[src/rtl/pmd_pkg.sv]
// Shared constants, codes and controller/datapath interface types for the distance core.
package pmd_pkg;

   // Store dimensions.
   localparam int MAX_POINTS = 64;
   localparam int MAX_DIMS   = 16;

   // Field widths.
   localparam int OPCODE_W = 2;
   localparam int INDEX_W  = 6;
   localparam int VALUE_W  = 16;
   localparam int NDIMS_W  = 5;
   localparam int DIST_W   = 64;

   // Derived widths.
   localparam int DIM_W      = $clog2(MAX_DIMS);
   localparam int PT_W       = $clog2(MAX_POINTS);
   localparam int DCNT_W     = $clog2(MAX_DIMS + 1);
   localparam int PT_ADDR_W  = PT_W + DIM_W;
   localparam int WT_ADDR_W  = 2 * DIM_W;
   localparam int PT_DEPTH   = MAX_POINTS * MAX_DIMS;
   localparam int WT_DEPTH   = MAX_DIMS * MAX_DIMS;
   localparam int DIFF_W     = VALUE_W + 1;
   localparam int PROD1_W    = DIFF_W + VALUE_W;
   localparam int PROD2_W    = PROD1_W + DIFF_W;

   // Stream payload layout.
   localparam int FI_LSB      = 0;
   localparam int SI_LSB      = FI_LSB + INDEX_W;
   localparam int VAL_LSB     = SI_LSB + INDEX_W;
   localparam int REQ_BITS    = VAL_LSB + VALUE_W;
   localparam int REQ_TDATA_W = ((REQ_BITS + 7) / 8) * 8;
   localparam int RSP_BITS    = DIST_W + 2 * INDEX_W;
   localparam int RSP_TDATA_W = ((RSP_BITS + 7) / 8) * 8;

   localparam logic [NDIMS_W-1:0] NUM_DIMS_RESET = NDIMS_W'(16);

   typedef enum logic [OPCODE_W-1:0] {
      OP_WRITE_POINT  = 2'd0,
      OP_WRITE_WEIGHT = 2'd1,
      OP_COMPUTE      = 2'd2
   } opcode_type;

   typedef enum logic [2:0] {
      ST_IDLE,
      ST_DIFF,
      ST_SETTLE,
      ST_ROW_LOAD,
      ST_ROW_CAPTURE,
      ST_MAC,
      ST_DRAIN,
      ST_RESULT
   } state_type;

   typedef struct packed {
      logic             capture_req;
      logic             pt_wr;
      logic             wt_wr;
      logic             pt_rd;
      logic             pt_second;
      logic [DIM_W-1:0] coord;
      logic             row_rd;
      logic             row_capture;
      logic             mac_rd;
      logic [DIM_W-1:0] row;
      logic [DIM_W-1:0] col;
      logic             load_result;
   } dp_cmd_type;

   typedef struct packed {
      logic pt_idx_ok;
      logic wt_idx_ok;
      logic pair_ok;
      logic pipe_busy;
      logic rsp_free;
   } dp_status_type;

endpackage

[src/rtl/pmd_controller.sv]
// Controller: sequences writes, the difference pass, the row/column product loops and the result hand-off.
module pmd_controller (
   input  logic                           clock,
   input  logic                           reset,
   input  logic                           csr_valid,
   input  logic [pmd_pkg::NDIMS_W-1:0]    csr_data,
   input  logic                           req_tvalid,
   output logic                           req_tready,
   input  logic [pmd_pkg::OPCODE_W-1:0]   req_opcode,
   input  pmd_pkg::dp_status_type         status,
   output pmd_pkg::dp_cmd_type            cmd,
   output pmd_pkg::state_type             state
);

   pmd_pkg::state_type state_ff, state_in;

   logic [pmd_pkg::NDIMS_W-1:0] num_dims_ff;
   logic [pmd_pkg::DCNT_W:0]    step_ff, step_in;
   logic [pmd_pkg::DIM_W-1:0]   row_ff, row_in;
   logic [pmd_pkg::DIM_W-1:0]   col_ff, col_in;

   logic [pmd_pkg::DCNT_W-1:0]  dims;
   logic [pmd_pkg::DCNT_W:0]    diff_last;
   logic [pmd_pkg::DCNT_W-1:0]  dims_m1;
   logic [pmd_pkg::DIM_W-1:0]   dims_last;

   // Dimension count in use, saturated to the store size.
   assign dims = ({1'b0, num_dims_ff} > (pmd_pkg::NDIMS_W + 1)'(pmd_pkg::MAX_DIMS))
               ? pmd_pkg::DCNT_W'(pmd_pkg::MAX_DIMS)
               : pmd_pkg::DCNT_W'(num_dims_ff);
   assign diff_last = {dims, 1'b0} - (pmd_pkg::DCNT_W + 1)'(1);
   assign dims_m1   = dims - pmd_pkg::DCNT_W'(1);
   assign dims_last = dims_m1[pmd_pkg::DIM_W-1:0];

   always_ff @(posedge clock) begin
      if (reset) begin
         num_dims_ff <= pmd_pkg::NUM_DIMS_RESET;
      end else if (csr_valid) begin
         num_dims_ff <= csr_data;
      end
   end

   always_ff @(posedge clock) begin
      if (reset) begin
         state_ff <= pmd_pkg::ST_IDLE;
         step_ff  <= '0;
         row_ff   <= '0;
         col_ff   <= '0;
      end else begin
         state_ff <= state_in;
         step_ff  <= step_in;
         row_ff   <= row_in;
         col_ff   <= col_in;
      end
   end

   always_comb begin
      state_in   = state_ff;
      step_in    = step_ff;
      row_in     = row_ff;
      col_in     = col_ff;
      cmd        = '0;
      req_tready = 1'b0;
      case (state_ff)
         pmd_pkg::ST_IDLE: begin
            req_tready = 1'b1;
            if (req_tvalid) begin
               case (req_opcode)
                  pmd_pkg::OP_WRITE_POINT: begin
                     cmd.pt_wr = status.pt_idx_ok;
                  end
                  pmd_pkg::OP_WRITE_WEIGHT: begin
                     cmd.wt_wr = status.wt_idx_ok;
                  end
                  pmd_pkg::OP_COMPUTE: begin
                     cmd.capture_req = 1'b1;
                     step_in = '0;
                     row_in  = '0;
                     col_in  = '0;
                     if (status.pair_ok && (dims != '0)) begin
                        state_in = pmd_pkg::ST_DIFF;
                     end else begin
                        state_in = pmd_pkg::ST_RESULT;
                     end
                  end
                  default: begin
                  end
               endcase
            end
         end
         pmd_pkg::ST_DIFF: begin
            cmd.pt_rd     = 1'b1;
            cmd.pt_second = step_ff[0];
            cmd.coord     = step_ff[pmd_pkg::DIM_W:1];
            if (step_ff == diff_last) begin
               state_in = pmd_pkg::ST_SETTLE;
            end else begin
               step_in = step_ff + (pmd_pkg::DCNT_W + 1)'(1);
            end
         end
         pmd_pkg::ST_SETTLE: begin
            state_in = pmd_pkg::ST_ROW_LOAD;
         end
         pmd_pkg::ST_ROW_LOAD: begin
            cmd.row_rd = 1'b1;
            cmd.row    = row_ff;
            state_in   = pmd_pkg::ST_ROW_CAPTURE;
         end
         pmd_pkg::ST_ROW_CAPTURE: begin
            cmd.row_capture = 1'b1;
            col_in          = '0;
            state_in        = pmd_pkg::ST_MAC;
         end
         pmd_pkg::ST_MAC: begin
            cmd.mac_rd = 1'b1;
            cmd.row    = row_ff;
            cmd.col    = col_ff;
            if (col_ff == dims_last) begin
               if (row_ff == dims_last) begin
                  state_in = pmd_pkg::ST_DRAIN;
               end else begin
                  row_in   = row_ff + pmd_pkg::DIM_W'(1);
                  state_in = pmd_pkg::ST_ROW_LOAD;
               end
            end else begin
               col_in = col_ff + pmd_pkg::DIM_W'(1);
            end
         end
         pmd_pkg::ST_DRAIN: begin
            if (!status.pipe_busy) begin
               state_in = pmd_pkg::ST_RESULT;
            end
         end
         pmd_pkg::ST_RESULT: begin
            if (status.rsp_free) begin
               cmd.load_result = 1'b1;
               state_in        = pmd_pkg::ST_IDLE;
            end
         end
         default: begin
            state_in = pmd_pkg::ST_IDLE;
         end
      endcase
   end

   assign state = state_ff;

endmodule

[config.mk]
export PLATFORM = sky130hd
export DESIGN_NAME = pmd_controller
export DESIGN_NICKNAME = d
export VERILOG_FILES = /design/src/rtl/pmd_pkg.sv /design/src/rtl/pmd_controller.sv
export SDC_FILE = /design/constraint.sdc
export NUM_CORES = 1
export LEC_CHECK = 0
export BUFFER_PORTS_ARGS = -buffer_cell sky130_fd_sc_hd__buf_2
export CAP_MARGIN = 20
export CORE_AREA = 5 5 67 69
export CTS_BUF_LIST = sky130_fd_sc_hd__clkbuf_2
export DETAILED_ROUTE_END_ITERATION = 10
export DIE_AREA = 0 0 72 74
export HOLD_SLACK_MARGIN = 0.15
export PLACE_DENSITY = 0.67
export SYNTH_ARGS = -nofsm -noshare
export SYNTH_HDL_FRONTEND = slang
export SYNTH_SLANG_ARGS = --single-unit
export TNS_END_PERCENT = 100
[constraint.sdc]
create_clock -name clock -period 3.15 [get_ports clock]
set_input_delay 0.315 -clock clock [delete_from_list [all_inputs] [get_ports clock]]
set_output_delay 0.315 -clock clock [all_outputs]
set_load 0.005 [all_outputs]
==> run metrics <==
Crit. End Element=flip-flop; DP Wirelength=3.06 mm; DR vias/cell=5.57; Peak VDD IR=0.168 mV; drt total wl=4.08 mm; Seq/Total Area, Yosys=0.270; Final Hold Fails=0; fin crit period=2.55 ns; total power divided by cell area=490 mW/mm²; number of synthesized flops with an enable pin=0; die span in x=72 µm; leakage dissipation=0.818 nW; I/O pin total=41; startpoint types=flip-flop; leading cell types in the layout, fill and taps excluded=40 x buf_2, 22 x dfxtp_1, 19 x nand2_1, 13 x nor2_1, 11 x inv_1; postcts setup bufs=0; TritonCTS clock tree=done; CORE AREA=0.00386 mm²; number of synthesis warnings=0; DRT iter0 DRCs=101; cts-stage hold buffer count=0; DR WL/cell=13.8 µm; CTS clock-pin slew for the worst setup and hold paths=0.22 ns; critical path data arrival time=2.77 ns; Critical Path Fanout Max=12; largest net degree at the start of global routing=22; Final ANT Viol Nets=0; Post-synth ARST share=0; CTS resizes=0; Fmax=393 MHz; Tcrit/Tclk final=0.809; Chip Height=74 µm; total gr overflow=0; WP data required=3.37 ns; Fin Hold WS=0.182 ns; Skew-Pair Late Insertion Delay=0.33 ns; slew margin rel.=0.620; Slowest cell on crit path=dfxtp_1; Hold Crit Class=in2reg; number of I/O port buffers=40; CP top delay family=compound AO/OA/AOI/OAI gates; commonest non-fill, non-tap cell in the layout=buf_2; Antenna Cells=0; initial antenna violation count=0; critical-path cell list=nand2b_1, ha_1, xnor2_1, a211oi_1, o2111ai_1, o31ai_2, buf_4, and3_4, a31oi_1; Setup violations, final=0; Max-cap violations=0; vias in the first global route=1487; cell row count=23; syn avg cell area=7.67 µm²; DR pass1 iterations=4; Final Wtd Congestion=0.857; Synthesized Nets=233; Bufs on Longest Clock Path=2; Residual DRC=0; status=finished, final reports clean; Buf/Inv on CP=1; Netlist cell types=50; Die ar.=0.00533 mm²; Starting Density=0.423; RSZ-0062 raised after global routing=no; CTS HTree Levels=1; P&R area growth vs syn=14.6%; first-pass GRT wire length=7.00 mm; final setup skew=0.00296 ns; Top FF cell, synth=dfxtp_1; Mapped Area=0.00163 mm²; Num CTS Buffers=3; Root Buffer=clkbuf_2; clock sink count=22; final setup TNS=0 ns; kind of critical path=reg2reg; Gate Count Post-Synth=213; layout cells sized above 1=0.220; Slew Limit Fails=0; max incr delay on CP=0.52 ns; worst slew pin tran=0.569 ns; Post-layout nets=266; DR vias=1642; FF+latch count, synth=22; GRT Total Usage=0.163
[per-layer routing]
layer  share of wire  up-vias  track usage
li1                -      844            -
met1            0.50      757        0.233
met3           0.052        4       0.0230
met4           0.010        0       0.0626
met5               0        -            0
met2            0.44       37        0.248
[worst register-to-register path, cell delays in order, from the launching register on]
cell and delay (ns):
dfxtp_1 0.52, nand2b_1 0.28, ha_1 0.33, xnor2_1 0.15, a211oi_1 0.24, o2111ai_1 0.17
o31ai_2 0.25, buf_4 0.21, and3_4 0.21, a31oi_1 0.08
[cells by family after synthesis]
logic type	count (synthesis)	share of synthesized area
buf+inv	25	0.0605
xor+xnor	10	0.0536
mux	7	0.0429
simple gates	98	0.331
fa+ha+maj	4	0.0307
flops	22	0.270
compound gates	47	0.211
[synth_stat cells, types with 3 or more instances]
master	count	area share
xnor2_1	6	0.032
o21a_1	3	0.014
nor2_1	13	0.030
nand4_1	5	0.019
and3_1	8	0.031
a2111o_1	3	0.021
nand3_1	10	0.031
xor2_1	4	0.021
mux2i_1	7	0.043
a21oi_1	10	0.031
nand2_1	19	0.044
inv_1	11	0.025
o21ai_0	6	0.018
dfxtp_1	22	0.27
clkbuf_1	11	0.025
nand2b_1	5	0.019
nor3_1	9	0.028
and2_1	9	0.034
a21o_1	3	0.014
ha_1	4	0.031
a41oi_1	3	0.016
nand3b_1	5	0.023
[report_power, final]
part / internal (W) / leakage, nW / total, W / switching, W
Combinational: 0.000183 / 0.625 / 0.000432 / 0.000249
Clock: 0.0000276 / 0.0140 / 0.000117 / 0.0000895
Sequential: 0.000307 / 0.179 / 0.000368 / 0.0000613
Total: 0.000517 / 0.818 / 0.000917 / 0.000400
[final cells by class]
class | instances | area (µm²)
multi-input combinational | 166 | 1090
sequential | 22 | 440
fill | 406 | 1980
clock inverter | 1 | 3.75
clock buffer | 3 | 15.0
inverter | 11 | 41.3
timing repair buffer | 42 | 215
tap | 50 | 62.6
[metrics by stage]
stage          total power, W  worst slack, ns  utilization  area, µm²  std cells
2_1_floorplan        0.000676            0.718            -       1630        213
3_3_place_gp         0.000803            0.767        0.481       1850        291
3_5_place_dp         0.000806            0.659        0.481       1850        291
4_1_cts              0.000928            0.621        0.485       1870        295
5_1_grt              0.000995            0.438        0.485       1870        295
6_report             0.000917            0.603        0.485       1870        295
[registers in the layout, indices dropped and copies added, names as in the netlist]
name / count
row_ff: 4
step_ff: 6
state: 3
num_dims_ff: 5
col_ff: 4
[path summary, 6_finish.rpt]
path                               startpoint                          end  depth (start not counted)  slack [ns]
setup / recovery  num_dims_ff[4]$_SDFFE_PP1P_        state[0]$_SDFFE_PP0P_                          9        0.60
hold / removal                    csr_data[4]  num_dims_ff[4]$_SDFFE_PP1P_                          3        0.18
setup reg to reg  num_dims_ff[4]$_SDFFE_PP1P_        state[0]$_SDFFE_PP0P_                          9        0.60
hold reg to reg       step_ff[0]$_SDFFE_PP0P_      step_ff[0]$_SDFFE_PP0P_                          2        0.54
Power figures use the tool's default switching activity.
